**config.mk**
```make
export PLATFORM = sky130hd
export DESIGN_NAME = pulse_peak_rate_detector
export DESIGN_NICKNAME = d
export VERILOG_FILES = /design/src/sv/ppr_pkg.sv /design/src/sv/ppr_div.sv /design/src/sv/ppr_dp.sv /design/src/sv/ppr_ctrl.sv /design/src/sv/pulse_peak_rate_detector.sv
export SDC_FILE = /design/constraint.sdc
export NUM_CORES = 1
export LEC_CHECK = 0
export BUFFER_PORTS_ARGS = -buffer_cell sky130_fd_sc_hd__buf_2
export CAP_MARGIN = 15
export CORE_UTILIZATION = 35
export DETAILED_ROUTE_END_ITERATION = 7
export PLACE_DENSITY_LB_ADDON = 0.1
export RECOVER_POWER = 100
export SYNTH_ARGS = -nofsm -noshare
export SYNTH_HDL_FRONTEND = slang
export SYNTH_SLANG_ARGS = --single-unit
```
**constraint.sdc**
```tcl
create_clock -name clock -period 6.1 [get_ports clock]
set_input_delay 0.61 -clock clock [delete_from_list [all_inputs] [get_ports clock]]
set_output_delay 0.61 -clock clock [all_outputs]
set_load 0.03 [all_outputs]
```
**src/sv/ppr_pkg.sv**
```systemverilog
// Package: shared constants, beat types and control/status bundles for the pulse peak rate detector.
`timescale 1ns / 1ps

package ppr_pkg;

   // Window and peak store sizing
   localparam int WINDOW_LEN  = 128;
   localparam int MAX_PEAKS   = 20;
   localparam int SAMPLE_BITS = 10;

   localparam int POS_W  = $clog2(WINDOW_LEN);
   localparam int CNT_W  = $clog2(MAX_PEAKS + 1);
   localparam int CFG_W  = 10;
   localparam int BPM_W  = 23;
   localparam int NUM_W  = BPM_W;
   localparam int DEN_W  = POS_W + CFG_W;
   localparam int ITER_W = $clog2(NUM_W + 1);

   // 60 s * 1000 ms * 100
   localparam logic [NUM_W-1:0] RATE_NUMERATOR = NUM_W'(6000000);

   localparam logic [CFG_W-1:0] BASELINE_RESET = CFG_W'(205);
   localparam logic [CFG_W-1:0] PERIOD_RESET   = CFG_W'(20);

   // CSR indexes
   localparam int CSR_IDX_W = 1;
   localparam logic [CSR_IDX_W-1:0] CSR_PEAK_BASELINE    = 1'd0;
   localparam logic [CSR_IDX_W-1:0] CSR_SAMPLE_PERIOD_MS = 1'd1;

   // Result kinds
   localparam logic KIND_PEAK = 1'b0;
   localparam logic KIND_RATE = 1'b1;

   // Divider operand selects
   localparam logic DIV_SEL_INTERVAL = 1'b0;
   localparam logic DIV_SEL_BPM      = 1'b1;

   typedef struct packed {
      logic [SAMPLE_BITS-1:0] sample;
      logic                   window_end;
   } ppr_req_type;

   typedef struct packed {
      logic             kind;
      logic [POS_W-1:0] peak_index;
      logic [BPM_W-1:0] bpm_x100;
      logic             rate_valid;
      logic             last;
   } ppr_rsp_type;

   typedef struct packed {
      logic accept;
      logic div_start;
      logic div_sel;
      logic mul_load;
      logic bpm_load;
      logic rate_emit;
   } ppr_cmd_type;

   typedef struct packed {
      logic out_free;
      logic end_now;
      logic cnt_ok;
      logic denom_nz;
      logic div_done;
   } ppr_stat_type;

endpackage

```
**src/sv/ppr_div.sv**
```systemverilog
// Restoring radix-2 unsigned divider, one quotient bit per cycle.
`timescale 1ns / 1ps

module ppr_div
   import ppr_pkg::*;
(
   input  logic             clock,
   input  logic             reset,
   input  logic             start,
   input  logic [NUM_W-1:0] dividend,
   input  logic [DEN_W-1:0] divisor,
   output logic             done,
   output logic [NUM_W-1:0] quotient
);

   logic [NUM_W-1:0]  quo_ff, quo_in;
   logic [DEN_W-1:0]  rem_ff, rem_in;
   logic [DEN_W-1:0]  dvs_ff, dvs_in;
   logic [ITER_W-1:0] iter_ff, iter_in;
   logic              busy_ff, busy_in;
   logic              done_ff, done_in;

   logic [DEN_W:0] trial;
   logic [DEN_W:0] diff;

   assign trial = {rem_ff, quo_ff[NUM_W-1]};
   assign diff  = trial - {1'b0, dvs_ff};

   always_comb begin
      quo_in  = quo_ff;
      rem_in  = rem_ff;
      dvs_in  = dvs_ff;
      iter_in = iter_ff;
      busy_in = busy_ff;
      done_in = 1'b0;
      if (start) begin
         quo_in  = dividend;
         rem_in  = '0;
         dvs_in  = divisor;
         iter_in = ITER_W'(NUM_W);
         busy_in = 1'b1;
      end else if (busy_ff) begin
         // borrow out of the trial subtract means the bit is zero
         if (!diff[DEN_W]) begin
            rem_in = diff[DEN_W-1:0];
            quo_in = {quo_ff[NUM_W-2:0], 1'b1};
         end else begin
            rem_in = trial[DEN_W-1:0];
            quo_in = {quo_ff[NUM_W-2:0], 1'b0};
         end
         iter_in = iter_ff - 1'b1;
         if (iter_ff == ITER_W'(1)) begin
            busy_in = 1'b0;
            done_in = 1'b1;
         end
      end
   end

   always_ff @(posedge clock) begin
      if (reset) begin
         busy_ff <= 1'b0;
         done_ff <= 1'b0;
         iter_ff <= '0;
      end else begin
         busy_ff <= busy_in;
         done_ff <= done_in;
         iter_ff <= iter_in;
      end
      quo_ff <= quo_in;
      rem_ff <= rem_in;
      dvs_ff <= dvs_in;
   end

   assign done     = done_ff;
   assign quotient = quo_ff;

endmodule

```
**src/sv/ppr_dp.sv**
```systemverilog
// Datapath: config registers, peak tracking, rate arithmetic and the result register.
`timescale 1ns / 1ps

module ppr_dp
   import ppr_pkg::*;
(
   input  logic                 clock,
   input  logic                 reset,
   input  logic                 csr_we,
   input  logic [CSR_IDX_W-1:0] csr_index,
   input  logic [CFG_W-1:0]     csr_wdata,
   input  ppr_req_type          req_data,
   input  ppr_cmd_type          cmd,
   output ppr_stat_type         stat,
   output logic                 rsp_valid,
   input  logic                 rsp_ready,
   output ppr_rsp_type          rsp_data
);

   logic [CFG_W-1:0] base_ff, base_in;
   logic [CFG_W-1:0] period_ff, period_in;

   logic [POS_W-1:0]       spos_ff, spos_in;
   logic                   open_ff, open_in;
   logic [POS_W-1:0]       cpos_ff, cpos_in;
   logic [SAMPLE_BITS-1:0] level_ff, level_in;
   logic [POS_W-1:0]       first_ff, first_in;
   logic [POS_W-1:0]       latest_ff, latest_in;
   logic [CNT_W-1:0]       peaks_ff, peaks_in;

   logic [POS_W-1:0] diff_ff, diff_in;
   logic [CNT_W-1:0] cnt_ff, cnt_in;
   logic [DEN_W-1:0] denom_ff, denom_in;
   logic [BPM_W-1:0] bpm_ff, bpm_in;
   logic             rvalid_ff, rvalid_in;

   logic        out_valid_ff, out_valid_in;
   ppr_rsp_type out_ff, out_in;

   logic             above, below, upd, open_any, end_now, close, record;
   logic [POS_W-1:0] pos_upd, first_new, latest_new;
   logic [CNT_W-1:0] peaks_new;

   logic [NUM_W-1:0] div_dividend, div_quotient;
   logic [DEN_W-1:0] div_divisor;
   logic             div_done;

   // peak tracking for the beat on the input
   always_comb begin
      above      = req_data.sample > base_ff;
      below      = req_data.sample < base_ff;
      upd        = above && (!open_ff || (level_ff <= req_data.sample));
      pos_upd    = upd ? spos_ff : cpos_ff;
      open_any   = open_ff || above;
      end_now    = req_data.window_end || (spos_ff == POS_W'(WINDOW_LEN - 1));
      close      = open_any && (below || end_now);
      record     = close && (peaks_ff < CNT_W'(MAX_PEAKS));
      peaks_new  = record ? peaks_ff + 1'b1 : peaks_ff;
      first_new  = (record && (peaks_ff == '0)) ? pos_upd : first_ff;
      latest_new = record ? pos_upd : latest_ff;
   end

   always_comb begin
      base_in   = base_ff;
      period_in = period_ff;
      if (csr_we) begin
         unique case (csr_index)
            CSR_PEAK_BASELINE:    base_in   = csr_wdata;
            CSR_SAMPLE_PERIOD_MS: period_in = csr_wdata;
            default:              ;
         endcase
      end
   end

   always_comb begin
      spos_in      = spos_ff;
      open_in      = open_ff;
      cpos_in      = cpos_ff;
      level_in     = level_ff;
      first_in     = first_ff;
      latest_in    = latest_ff;
      peaks_in     = peaks_ff;
      diff_in      = diff_ff;
      cnt_in       = cnt_ff;
      denom_in     = denom_ff;
      bpm_in       = bpm_ff;
      rvalid_in    = rvalid_ff;
      out_in       = out_ff;
      out_valid_in = out_valid_ff && !rsp_ready;

      if (cmd.accept) begin
         if (end_now) begin
            spos_in   = '0;
            open_in   = 1'b0;
            cpos_in   = '0;
            level_in  = '0;
            first_in  = '0;
            latest_in = '0;
            peaks_in  = '0;
            diff_in   = latest_new - first_new;
            cnt_in    = peaks_new;
            bpm_in    = '0;
            rvalid_in = 1'b0;
         end else begin
            spos_in   = spos_ff + 1'b1;
            open_in   = upd ? 1'b1 : (close ? 1'b0 : open_ff);
            cpos_in   = close ? '0 : pos_upd;
            level_in  = close ? '0 : (upd ? req_data.sample : level_ff);
            first_in  = first_new;
            latest_in = latest_new;
            peaks_in  = peaks_new;
         end
         if (close) begin
            out_in.kind       = KIND_PEAK;
            out_in.peak_index = pos_upd;
            out_in.bpm_x100   = '0;
            out_in.rate_valid = 1'b0;
            out_in.last       = !end_now;
            out_valid_in      = 1'b1;
         end
      end

      if (cmd.mul_load) begin
         denom_in = DEN_W'(div_quotient[POS_W-1:0]) * DEN_W'(period_ff);
      end
      if (cmd.bpm_load) begin
         bpm_in    = div_quotient;
         rvalid_in = 1'b1;
      end
      if (cmd.rate_emit) begin
         out_in.kind       = KIND_RATE;
         out_in.peak_index = '0;
         out_in.bpm_x100   = bpm_ff;
         out_in.rate_valid = rvalid_ff;
         out_in.last       = 1'b1;
         out_valid_in      = 1'b1;
      end
   end

   always_ff @(posedge clock) begin
      if (reset) begin
         base_ff      <= BASELINE_RESET;
         period_ff    <= PERIOD_RESET;
         spos_ff      <= '0;
         open_ff      <= 1'b0;
         cpos_ff      <= '0;
         level_ff     <= '0;
         first_ff     <= '0;
         latest_ff    <= '0;
         peaks_ff     <= '0;
         out_valid_ff <= 1'b0;
      end else begin
         base_ff      <= base_in;
         period_ff    <= period_in;
         spos_ff      <= spos_in;
         open_ff      <= open_in;
         cpos_ff      <= cpos_in;
         level_ff     <= level_in;
         first_ff     <= first_in;
         latest_ff    <= latest_in;
         peaks_ff     <= peaks_in;
         out_valid_ff <= out_valid_in;
      end
      diff_ff   <= diff_in;
      cnt_ff    <= cnt_in;
      denom_ff  <= denom_in;
      bpm_ff    <= bpm_in;
      rvalid_ff <= rvalid_in;
      out_ff    <= out_in;
   end

   // shared divider: mean interval first, then the rate
   always_comb begin
      if (cmd.div_sel == DIV_SEL_BPM) begin
         div_dividend = RATE_NUMERATOR;
         div_divisor  = denom_ff;
      end else begin
         div_dividend = NUM_W'(diff_ff);
         div_divisor  = DEN_W'(cnt_ff - 1'b1);
      end
   end

   ppr_div u_div (
      .clock    (clock),
      .reset    (reset),
      .start    (cmd.div_start),
      .dividend (div_dividend),
      .divisor  (div_divisor),
      .done     (div_done),
      .quotient (div_quotient)
   );

   always_comb begin
      stat.out_free = !out_valid_ff || rsp_ready;
      stat.end_now  = end_now;
      stat.cnt_ok   = cnt_ff >= CNT_W'(2);
      stat.denom_nz = denom_ff != '0;
      stat.div_done = div_done;
   end

   assign rsp_valid = out_valid_ff;
   assign rsp_data  = out_ff;

endmodule

```
**src/sv/ppr_ctrl.sv**
```systemverilog
// Controller: input handshake and the window-end rate sequence.
`timescale 1ns / 1ps

module ppr_ctrl
   import ppr_pkg::*;
(
   input  logic         clock,
   input  logic         reset,
   input  logic         req_valid,
   output logic         req_ready,
   input  ppr_stat_type stat,
   output ppr_cmd_type  cmd
);

   localparam logic [2:0] ST_IDLE  = 3'd0;
   localparam logic [2:0] ST_CHECK = 3'd1;
   localparam logic [2:0] ST_IVL   = 3'd2;
   localparam logic [2:0] ST_MUL   = 3'd3;
   localparam logic [2:0] ST_BPM   = 3'd4;
   localparam logic [2:0] ST_RATE  = 3'd5;

   logic [2:0] state_ff, state_in;

   always_comb begin
      state_in  = state_ff;
      cmd       = '0;
      req_ready = 1'b0;
      unique case (state_ff)
         ST_IDLE: begin
            req_ready = stat.out_free;
            if (req_valid && stat.out_free) begin
               cmd.accept = 1'b1;
               if (stat.end_now) begin
                  state_in = ST_CHECK;
               end
            end
         end
         ST_CHECK: begin
            if (stat.cnt_ok) begin
               cmd.div_start = 1'b1;
               cmd.div_sel   = DIV_SEL_INTERVAL;
               state_in      = ST_IVL;
            end else begin
               state_in = ST_RATE;
            end
         end
         ST_IVL: begin
            if (stat.div_done) begin
               cmd.mul_load = 1'b1;
               state_in     = ST_MUL;
            end
         end
         ST_MUL: begin
            if (stat.denom_nz) begin
               cmd.div_start = 1'b1;
               cmd.div_sel   = DIV_SEL_BPM;
               state_in      = ST_BPM;
            end else begin
               state_in = ST_RATE;
            end
         end
         ST_BPM: begin
            cmd.div_sel = DIV_SEL_BPM;
            if (stat.div_done) begin
               cmd.bpm_load = 1'b1;
               state_in     = ST_RATE;
            end
         end
         ST_RATE: begin
            if (stat.out_free) begin
               cmd.rate_emit = 1'b1;
               state_in      = ST_IDLE;
            end
         end
         default: begin
            state_in = ST_IDLE;
         end
      endcase
   end

   always_ff @(posedge clock) begin
      if (reset) begin
         state_ff <= ST_IDLE;
      end else begin
         state_ff <= state_in;
      end
   end

endmodule

```
**src/sv/pulse_peak_rate_detector.sv**
```systemverilog
// Top level: pulse peak and heart rate detector over a window of sensor samples.
`timescale 1ns / 1ps

// Takes one 10-bit pulse-sensor sample per req beat. Samples above the
// peak_baseline register open a peak candidate that follows the largest
// level (a later equal sample wins); a sample below the baseline closes it
// and a peak beat (kind 0, peak_index) goes out. The window ends on a beat
// with window_end set or on the 128th sample; any open peak is closed, then
// a rate beat (kind 1) carries bpm_x100 = 6000000 / (mean interval *
// sample_period_ms), with rate_valid low and bpm_x100 zero when fewer than
// two peaks were seen or the product is zero. Only the first 20 peaks enter
// the rate; later ones are still reported. The last flag marks the final
// beat caused by a sample. Timing: an ordinary sample is taken and the next
// can follow right behind it, as long as the single result register is
// empty or draining. A window-end sample drops req_ready through the check
// step; with two or more peaks, two passes of the shared bit-serial divider
// (23 quotient bits each) with the multiply step between them follow, the
// rate divide being skipped when sample_period_ms is zero; with fewer than
// two peaks both passes are skipped. The rate step ends it, after any wait
// for rsp_ready. CSR writes take effect on the next cycle and belong only
// in idle periods.

module pulse_peak_rate_detector
   import ppr_pkg::*;
(
   input  logic                 clock,
   input  logic                 reset,
   input  logic                 req_valid,
   output logic                 req_ready,
   input  ppr_req_type          req_data,
   output logic                 rsp_valid,
   input  logic                 rsp_ready,
   output ppr_rsp_type          rsp_data,
   input  logic                 csr_we,
   input  logic [CSR_IDX_W-1:0] csr_index,
   input  logic [CFG_W-1:0]     csr_wdata
);

   ppr_cmd_type  cmd;
   ppr_stat_type stat;

   // sequencing: accept, divider runs, rate beat
   ppr_ctrl u_ctrl (
      .clock     (clock),
      .reset     (reset),
      .req_valid (req_valid),
      .req_ready (req_ready),
      .stat      (stat),
      .cmd       (cmd)
   );

   // peak tracking, arithmetic and the output register
   ppr_dp u_dp (
      .clock     (clock),
      .reset     (reset),
      .csr_we    (csr_we),
      .csr_index (csr_index),
      .csr_wdata (csr_wdata),
      .req_data  (req_data),
      .cmd       (cmd),
      .stat      (stat),
      .rsp_valid (rsp_valid),
      .rsp_ready (rsp_ready),
      .rsp_data  (rsp_data)
   );

endmodule

```
==> results of run 1 <==
==> cells by family after synthesis <==
group                      synth area share, %
buffers and inverters                     4.64
DFF                                       44.4
xor gates and xnor gates                  3.03
and+or+nand+nor                           17.2
adders and majority gates                 15.1
muxes                                     3.48
AOI/OAI and AO/OA                         12.1
==> per-stage QoR <==
stage               setup slack, ns  cell area (um2)  hold WS [ns]  utilization [%]
global route                  0.557            14000         0.274             40.2
detailed placement            0.827            13200         0.440             38.0
floorplan                      1.17            12400         0.418                -
CTS                           0.804            14100         0.260             40.6
global placement              0.887            13200         0.428             38.0
finish                        0.853            14000         0.287             40.2
==> Yosys cell counts, drive strengths merged, types with 30 or more instances <==
master  instances  area (um2)
a21oi          66         334
and2          119         744
inv            98         368
dfxtp         102        2040
nor2           95         357
o21ai          42         210
ha             85        1060
fa             41         821
clkbuf         39         146
nand2         118         450
xnor2          30         263
edfxtp        116        3480
==> power by group through the flow <==
stage	sequential (uW)	clock (uW)	combinational, uW
detailed placement	2090	0	2180
floorplan	2050	0	1740
global route	2100	1750	2440
finish	2070	1640	2120
global placement	2090	0	2180
CTS	2060	1690	2200
==> final cells by class <==
cell class,count,area [um2],share of cell area (%)
clock inverters,18,205,1.47
clock buffers,32,704,5.03
multi-input cells,859,6310,45.1
flip-flops and latches,218,5530,39.5
well taps,455,569,4.07
repair buffers,73,317,2.26
inverters,98,368,2.63
==> sequential cells by signal (all words and copies together) (netlist names), 17 cells and up <==
register / count
u_dp.bpm_ff: 23
u_dp.denom_ff: 17
u_dp.rsp_data: 33
u_dp.u_div.dvs_ff: 17
u_dp.u_div.quotient: 23
u_dp.u_div.rem_ff: 17
==> routing by layer <==
metal	wire, um	up-vias	GRT usage (%)
met2	11900	108	25.1
met1	13300	4004	20.9
met3	904	43	1.99
met4	543	0	3.69
met5	0	-	0
li1	-	4335	-
==> path summary, 6_finish.rpt <==
| check | depth (start not counted) | endpoint | slack (ns) |
|---|---|---|---|
| max | 18 | u_dp.denom_ff[16] | 0.85 |
| min | 2 | u_dp.base_ff[7] | 0.29 |
| max reg2reg | 18 | u_dp.denom_ff[16] | 0.85 |
| min reg2reg | 1 | u_dp.rvalid_ff | 0.45 |
==> impl_metrics.env, run 1 <==
export IMPL_outcome="complete, but fails checks"
export IMPL_violations="max-capacitance violations, max-slew violations"
export IMPL_arrival_ns=5.52
export IMPL_firstDrtPassIters=4
export IMPL_antenna_left=0
export IMPL_critPathSlowestCell="edfxtp_1"
export IMPL_cp_common_cell="inv_1"
export IMPL_grt_setup_unrepaired="false"
export IMPL_switching_share_pct=35.6
export IMPL_start_kind="register"
export IMPL_die_area_um2=36300
export IMPL_final_nets=1430
export IMPL_fp_dieH_um=191
export IMPL_htreeDepth=1
export IMPL_p_per_area_nw_per_um2=416
export IMPL_grt_pass1_vias=8625
export IMPL_track_usage_pct=15.2
export IMPL_vdd_ir_drop_max_mv=0.236
export IMPL_timing_slew_headroom_pct=-108
export IMPL_antenna_found_initial=0
export IMPL_fp_coreArea_um2=34800
export IMPL_cp_startpoint="u_dp.u_div.quotient[3]"
export IMPL_grt_max_degree=39
export IMPL_synth_cells=1222
export IMPL_p_int_uw=3750
export IMPL_die_x_um=191
export IMPL_async_reset_ff_share_pct=0
export IMPL_ys_seq_area_share_pct=44.4
export IMPL_cp_required_ns=6.38
export IMPL_reg2reg_from="u_dp.u_div.quotient[3]"
export IMPL_ys_warn_count=0
export IMPL_comb_power_share_pct=36.5
export IMPL_end_kind="register"
export IMPL_antenna_cells=0
export IMPL_synth_edf_count=116
export IMPL_hold_viol=0
export IMPL_num_fill_cells=3482
export IMPL_finalSetupViolations=0
export IMPL_io_pins=62
export IMPL_clk_latency_ns=0.55
export IMPL_cts_hold_buf=0
export IMPL_cts_buffer_depth=3
export IMPL_finalCriticalPeriod_ns=5.25
export IMPL_io_buffers=61
export IMPL_fin_setup_tns_ns=0
export IMPL_finalNonFillerCells=1753
export IMPL_numCtsBuffers=27
export IMPL_routed_wl_mm=26.7
export IMPL_path_buf_inv=5
export IMPL_layout_commonest_cell="nand2_1"
export IMPL_power_share_sequential_pct=35.5
export IMPL_rows=68
export IMPL_switching_power_uw=2070
export IMPL_wire_per_inst_um=15.2
export IMPL_leakagePower_uw=0.00591
export IMPL_drc=0
export IMPL_clkPwrFrac_pct=28.1
export IMPL_dpl_hpwl_mm=19.3
export IMPL_cts_tree="built"
export IMPL_syn_area_um2=12400
export IMPL_synth_nets=1375
export IMPL_cts_root_buf="clkbuf_16"
export IMPL_hp_class="in2reg"
export IMPL_initial_utilization_pct=35.8
export IMPL_synth_seq_cells=218
export IMPL_avgSynthCellArea_um2=10.2
export IMPL_cts_clk_slew_worst_paths_ns=0.06
export IMPL_dp_cells=1702
export IMPL_place_gp_congestion=0.782
export IMPL_min_from="csr_wdata[7]"
export IMPL_ys_types=68
export IMPL_post_cts_buffers=0
export IMPL_num_vias=8490
export IMPL_crit_path_max_incr_delay_ns=0.55
export IMPL_cts_repair_resized=0
export IMPL_max_cap_viol_count=6
export IMPL_path_class="reg2reg"
export IMPL_worstPathCellList="and2_0 > fa_1 > inv_1 > fa_1 > inv_1 > fa_1 > inv_1 > fa_1 > inv_1 > ha_1 > inv_1 > o21bai_1 > a211oi_1 > o31ai_1 > or4_1 > a31o_2 > a21oi_1 > xnor2_1"
export IMPL_syn2layout_area_growth_pct=12.5
export IMPL_worst_pin_slew_ns=3.08
export IMPL_max_freq_ghz=0.191
export IMPL_path_max_fanout=12
export IMPL_layout_common_cells="nand2_1, edfxtp_1, dfxtp_1"
export IMPL_grt_pass1_wl_mm=44.4
export IMPL_final_setup_skew_ns=0.0210
export IMPL_vias_per_cell=4.84
export IMPL_drtIter0Drc=464
export IMPL_cpLargestDelayFamily="adder cells"
export IMPL_power_total_uw=5830
export IMPL_gr_total_overflow=0
export IMPL_synthFlopType="edfxtp_1"
export IMPL_drive_above_1_share_pct=7.16
export IMPL_slew_viol_final=152
export IMPL_period_share_pct=86.0
export IMPL_cts_sinks=218
Power figures use the tool's default switching activity.
==> run 2: changes to the inputs <==
Settings changed: REMOVE_ABC_BUFFERS set to 1.
==> run 2 against run 1 <==
The flow still finishes with violations (max-capacitance violations, max-slew violations). Sequential cell count stayed put. Count of clock-buffer cells in the layout is 5 higher. Worst hold slack gained 0.038 ns. Sequential share of layout area increased by 0.27 points. Critical path depth is the same. Utilization shrank 0.27 points. Routed wire length rose by 1.0%. Critical path type unchanged.
==> impl_metrics.env, run 2 (synthesis results as in run 1) <==
export IMPL_firstDrtPassIters=4
export IMPL_worstHoldEndpoint="u_dp.base_ff[7]"
export IMPL_start_kind="register"
export IMPL_cts_repair_resized=0
export IMPL_io_buffers=61
export IMPL_syn2layout_area_growth_pct=11.7
export IMPL_layout_commonest_cell="nand2_1"
export IMPL_critPathSlowestCell="edfxtp_1"
export IMPL_timing_slew_headroom_pct=-39.6
export IMPL_cp_required_ns=6.38
export IMPL_leakagePower_uw=0.00586
export IMPL_grt_setup_unrepaired="false"
export IMPL_dp_cells=1701
export IMPL_cts_buffer_depth=3
export IMPL_hp_class="in2reg"
export IMPL_die_x_um=191
export IMPL_antenna_cells=0
export IMPL_fin_util_pct=39.9
export IMPL_largest_reg_flops=33
export IMPL_max_cap_viol_count=6
export IMPL_hold_viol=0
export IMPL_cts_sinks=218
export IMPL_place_gp_congestion=0.770
export IMPL_num_vias=8506
export IMPL_antenna_found_initial=0
export IMPL_drc=0
export IMPL_worst_pin_slew_ns=2.09
export IMPL_rows=68
export IMPL_stdcell_area_um2=13900
export IMPL_grt_pass1_wl_mm=44.8
export IMPL_crit_path_max_incr_delay_ns=0.57
export IMPL_routed_wl_mm=27.0
export IMPL_cpLargestDelayFamily="adder cells"
export IMPL_layout_common_cells="nand2_1, edfxtp_1, dfxtp_1"
export IMPL_antenna_left=0
export IMPL_finalNonFillerCells=1749
export IMPL_final_nets=1428
export IMPL_outcome="complete, but fails checks"
export IMPL_fin_setup_tns_ns=0
export IMPL_drtIter0Drc=334
export IMPL_num_fill_cells=3463
export IMPL_period_share_pct=86.9
export IMPL_arrival_ns=5.58
export IMPL_numCtsBuffers=26
export IMPL_htreeDepth=1
export IMPL_final_setup_skew_ns=0.0151
export IMPL_fp_coreArea_um2=34800
export IMPL_clk_latency_ns=0.54
export IMPL_cts_hold_buf=0
export IMPL_end_kind="register"
export IMPL_grt_max_degree=46
export IMPL_gr_total_overflow=0
export IMPL_vias_per_cell=4.86
export IMPL_grt_pass1_vias=8669
export IMPL_violations="max-capacitance violations, max-slew violations"
export IMPL_finalSetupViolations=0
export IMPL_hold_depth=2
export IMPL_drive_above_1_share_pct=6.80
export IMPL_post_cts_buffers=0
export IMPL_fp_dieH_um=191
export IMPL_cts_tree="built"
export IMPL_die_area_um2=36300
export IMPL_dpl_hpwl_mm=19.5
export IMPL_path_max_fanout=12
export IMPL_reg2reg_from="u_dp.u_div.quotient[3]"
export IMPL_reg2regPathDepth=18
export IMPL_min_from="csr_wdata[7]"
export IMPL_path_buf_inv=5
export IMPL_track_usage_pct=15.3
export IMPL_cp_common_cell="inv_1"
export IMPL_vdd_ir_drop_max_mv=0.228
export IMPL_regToRegEndpoint="u_dp.denom_ff[16]"
export IMPL_path_class="reg2reg"
export IMPL_initial_utilization_pct=35.8
export IMPL_cts_root_buf="clkbuf_16"
export IMPL_io_pins=62
export IMPL_max_freq_ghz=0.189
export IMPL_p_per_area_nw_per_um2=410
export IMPL_r2r_setup_slack_ns=0.80
export IMPL_cts_clk_slew_worst_paths_ns=0.06
export IMPL_wire_per_inst_um=15.4
export IMPL_finalCriticalPeriod_ns=5.30
export IMPL_worstPathCellList="and2_0 > fa_1 > inv_1 > fa_1 > inv_1 > fa_1 > inv_1 > fa_1 > inv_1 > ha_1 > inv_1 > o21bai_1 > a211oi_1 > o31ai_1 > or4_1 > a31o_2 > a21oi_1 > xnor2_1"
export IMPL_place_area_um2=13200
export IMPL_slew_viol_final=110
==> run 2: changes by cell type in the layout (fill, tap and decap cells not counted), moves of 2 or more <==
cell       delta
clkinv_2      -4
bufinv_16     -3
clkbuf_8      +3
clkbuf_1      +3
and2_1        +6
and2_0        -6
buf_4         -2
==> run 2: worst reg2reg max path, delay by kind of cell, from the launching register on <==
kind,cells,cell delay (ns)
adder cells (fa/ha/maj),5,2.40
buffers and inverters,5,0.27
flip-flops,1,0.57
XOR/XNOR,1,0.09
AND/OR/NAND/NOR,2,0.71
AO/OA/AOI/OAI,5,1.01
==> run 2: final cells by class <==
cell class,count,area (um2),area share (%)
Clock buffer,37,753,5.42
Clock inverter,10,80.1,0.576
Inverter,98,368,2.65
Multi-Input combinational cell,859,6300,45.3
Sequential cell,218,5530,39.8
Tap cell,455,569,4.10
Timing Repair Buffer,72,305,2.20
==> run 2: routing by layer <==
metal / GRT usage [%] / wire length [um] / vias to the layer above
met5: 0 / 0 / -
met4: 4.15 / 582 / 0
met3: 2.41 / 775 / 40
met2: 25.5 / 12400 / 95
met1: 20.5 / 13200 / 4054
li1: - / - / 4317
==> run 2: where the power goes <==
part           leakage (uW)  internal (uW)  switching (uW)  total (uW)
logic               0.00353            876            1250        2130
clock network      0.000404            897             606        1500
registers           0.00193           1880             189        2070
total               0.00586           3650            2050        5700
==> run 2: worst max-delay path by stage <==
stage,startpoint,endpoint,slack (ns),depth (start not counted)
final,u_dp.u_div.quotient[3],u_dp.denom_ff[16],0.80,18
after global routing,u_dp.u_div.quotient[3],u_dp.denom_ff[16],0.50,18
after CTS,u_dp.u_div.quotient[3],u_dp.denom_ff[16],0.78,18
after detailed placement,u_dp.u_div.quotient[3],u_dp.denom_ff[16],0.78,18
after global placement,u_dp.u_div.quotient[3],u_dp.denom_ff[16],0.89,18
after floorplan,u_dp.u_div.quotient[3],u_dp.denom_ff[16],1.22,18
==> run 2: through the flow <==
step	setup slack (ns)	hold WS, ns	total power [uW]
2_1_floorplan	1.22	0.418	3730
3_3_place_gp	0.887	0.447	4260
3_5_place_dp	0.778	0.448	4280
4_1_cts	0.777	0.304	5820
5_1_grt	0.503	0.327	6160
6_report	0.801	0.325	5700
==> run 3: changes to the inputs <==
Settings changed: ABC_AREA set to 1.
==> run 3 against run 2 <==
The run still ends with max-capacitance violations, max-slew violations left. Die area rose by 6.0%. Total power increased by 22%. Routed wire length increased by 4.6%. Largest cell class unchanged.
==> impl_metrics.env, run 3 <==
export IMPL_hold_viol=0
export IMPL_cts_clk_slew_worst_paths_ns=0.06
export IMPL_yosysMostFrequentCell="nand2_1"
export IMPL_wire_per_inst_um=13.1
export IMPL_gr_total_overflow=0
export IMPL_ys_types=48
export IMPL_vdd_ir_drop_max_mv=0.187
export IMPL_antenna_cells=0
export IMPL_io_pins=62
export IMPL_fin_setup_tns_ns=0
export IMPL_num_fill_cells=3880
export IMPL_place_area_um2=13900
export IMPL_reg2regPathDepth=8
export IMPL_grt_max_degree=43
export IMPL_syn_area_um2=13200
export IMPL_initial_utilization_pct=35.8
export IMPL_outcome="complete, but fails checks"
export IMPL_numCtsBuffers=26
export IMPL_post_cts_buffers=0
export IMPL_final_setup_skew_ns=0.0214
export IMPL_fp_dieH_um=196
export IMPL_start_kind="register"
export IMPL_synth_seq_cells=218
export IMPL_ys_warn_count=0
export IMPL_r2r_setup_slack_ns=1.07
export IMPL_finalSetupViolations=0
export IMPL_max_cap_viol_count=2
export IMPL_arrival_ns=5.07
export IMPL_num_vias=9694
export IMPL_routed_wl_mm=28.2
export IMPL_synth_edf_count=116
export IMPL_cts_tree="built"
export IMPL_final_nets=1786
export IMPL_netlist_top_cells_count="nand2_1, inv_1, nor2_1, edfxtp_1, dfxtp_1"
export IMPL_ys_seq_area_share_pct=41.9
export IMPL_cts_buffer_depth=3
export IMPL_firstDrtPassIters=4
export IMPL_worstHoldEndpoint="u_dp.period_ff[4]"
export IMPL_hold_depth=3
export IMPL_synth_top_area_share_pct=26.4
export IMPL_drc=0
export IMPL_htreeDepth=1
export IMPL_timing_slew_headroom_pct=-63.6
export IMPL_layout_common_cells="nand2_1, inv_1, nor2_1"
export IMPL_cts_root_buf="clkbuf_16"
export IMPL_synthFlopType="edfxtp_1"
export IMPL_grt_pass1_wl_mm=47.4
export IMPL_finalNonFillerCells=2156
export IMPL_finalCriticalPeriod_ns=5.03
export IMPL_place_gp_congestion=0.785
export IMPL_max_freq_ghz=0.199
export IMPL_p_per_area_nw_per_um2=477
export IMPL_async_reset_ff_share_pct=0
export IMPL_avgSynthCellArea_um2=8.30
export IMPL_antenna_left=0
export IMPL_cp_required_ns=6.14
export IMPL_regToRegEndpoint="u_dp.u_div.quotient[13]"
export IMPL_io_buffers=61
export IMPL_hold_slack_ns=0.307
export IMPL_power_total_uw=6930
export IMPL_die_x_um=196
export IMPL_reg2reg_from="u_dp.denom_ff[1]"
export IMPL_yosys_top_cells_area="edfxtp_1, dfxtp_1, nand2_1"
export IMPL_hp_class="in2reg"
export IMPL_cts_hold_buf=0
export IMPL_period_share_pct=82.5
export IMPL_dp_cells=2108
export IMPL_synth_area_leader_cell="edfxtp_1"
export IMPL_rows=70
export IMPL_cts_sinks=218
export IMPL_path_class="reg2reg"
export IMPL_grt_pass1_vias=9704
export IMPL_grt_setup_unrepaired="false"
export IMPL_leakagePower_uw=0.00699
export IMPL_cp_startpoint="u_dp.denom_ff[1]"
export IMPL_worst_pin_slew_ns=2.45
export IMPL_end_kind="register"
export IMPL_min_from="csr_wdata[4]"
export IMPL_stdcell_area_um2=14500
export IMPL_track_usage_pct=15.1
export IMPL_layout_commonest_cell="nand2_1"
export IMPL_largest_reg_flops=33
export IMPL_clk_latency_ns=0.55
export IMPL_cts_repair_resized=0
export IMPL_violations="max-capacitance violations, max-slew violations"
export IMPL_syn2layout_area_growth_pct=10.0
export IMPL_antenna_found_initial=0
export IMPL_drtIter0Drc=426
export IMPL_path_max_fanout=36
export IMPL_synth_cells=1589
export IMPL_fp_coreArea_um2=36900
export IMPL_drive_above_1_share_pct=7.08
export IMPL_vias_per_cell=4.50
export IMPL_dpl_hpwl_mm=20.9
export IMPL_slew_viol_final=70
export IMPL_die_area_um2=38500
[run 3: how the worst max path moves through the flow]
stage	cells past startpoint	end	slack, ns
3_5_place_dp	18	u_dp.denom_ff[14]	1.10
6_report	8	u_dp.u_div.quotient[13]	1.07
3_3_place_gp	18	u_dp.denom_ff[14]	1.28
4_1_cts	18	u_dp.denom_ff[14]	1.09
5_1_grt	8	u_dp.u_div.quotient[0]	0.46
2_1_floorplan	17	u_dp.denom_ff[13]	1.55
[run 3: metrics by stage]
step / utilization [%] / worst slack (ns)
finish: 39.4 / 1.07
global route: 39.4 / 0.459
CTS: 39.9 / 1.09
detailed placement: 37.7 / 1.10
global placement: 37.7 / 1.28
floorplan: - / 1.55
[run 3: cell type report]
cell class	instances	area [um2]	area share (%)
clock buffer	37	733	5.05
inverter	316	1190	8.19
multi-input combinational	1002	6060	41.7
clock inverter	10	80.1	0.552
timing repair buffer	69	295	2.03
sequential	218	5530	38.1
tap	504	631	4.35
[run 3: cell families after synthesis]
kind of cell	Yosys count	share of synthesized area (%)
AOI/OAI and AO/OA	215	9.31
xor gates and xnor gates	40	2.66
adders and majority gates	126	14.3
buffers and inverters	369	11.2
DFF	218	41.9
and+or+nand+nor	621	20.7
[run 3: where the power goes]
part           internal (uW)  switching (uW)  leakage, uW  total (uW)
clock                    875             612     0.000402        1490
combinational           1100            2050      0.00467        3150
sequential              2080             217      0.00192        2290
total                   4050            2880      0.00699        6930
[run 3: worst max-delay path: stages (launching register included)]
cell	delay [ns]
edfxtp_1	0.40
nor2_1	0.14
nand3_1	0.09
nor4_1	0.64
nor2_1	0.16
nor2_1	0.22
inv_1	0.57
nor2_1	1.33
inv_1	0.96
[run 3: routing by layer]
layer | share of wire [%] | vias up | global-route usage (%)
met5 | 0 | - | 0
met4 | 2.4 | 0 | 3.94
met3 | 3.6 | 43 | 2.27
met2 | 45 | 116 | 25.7
met1 | 49 | 4457 | 20.0
li1 | - | 5078 | -
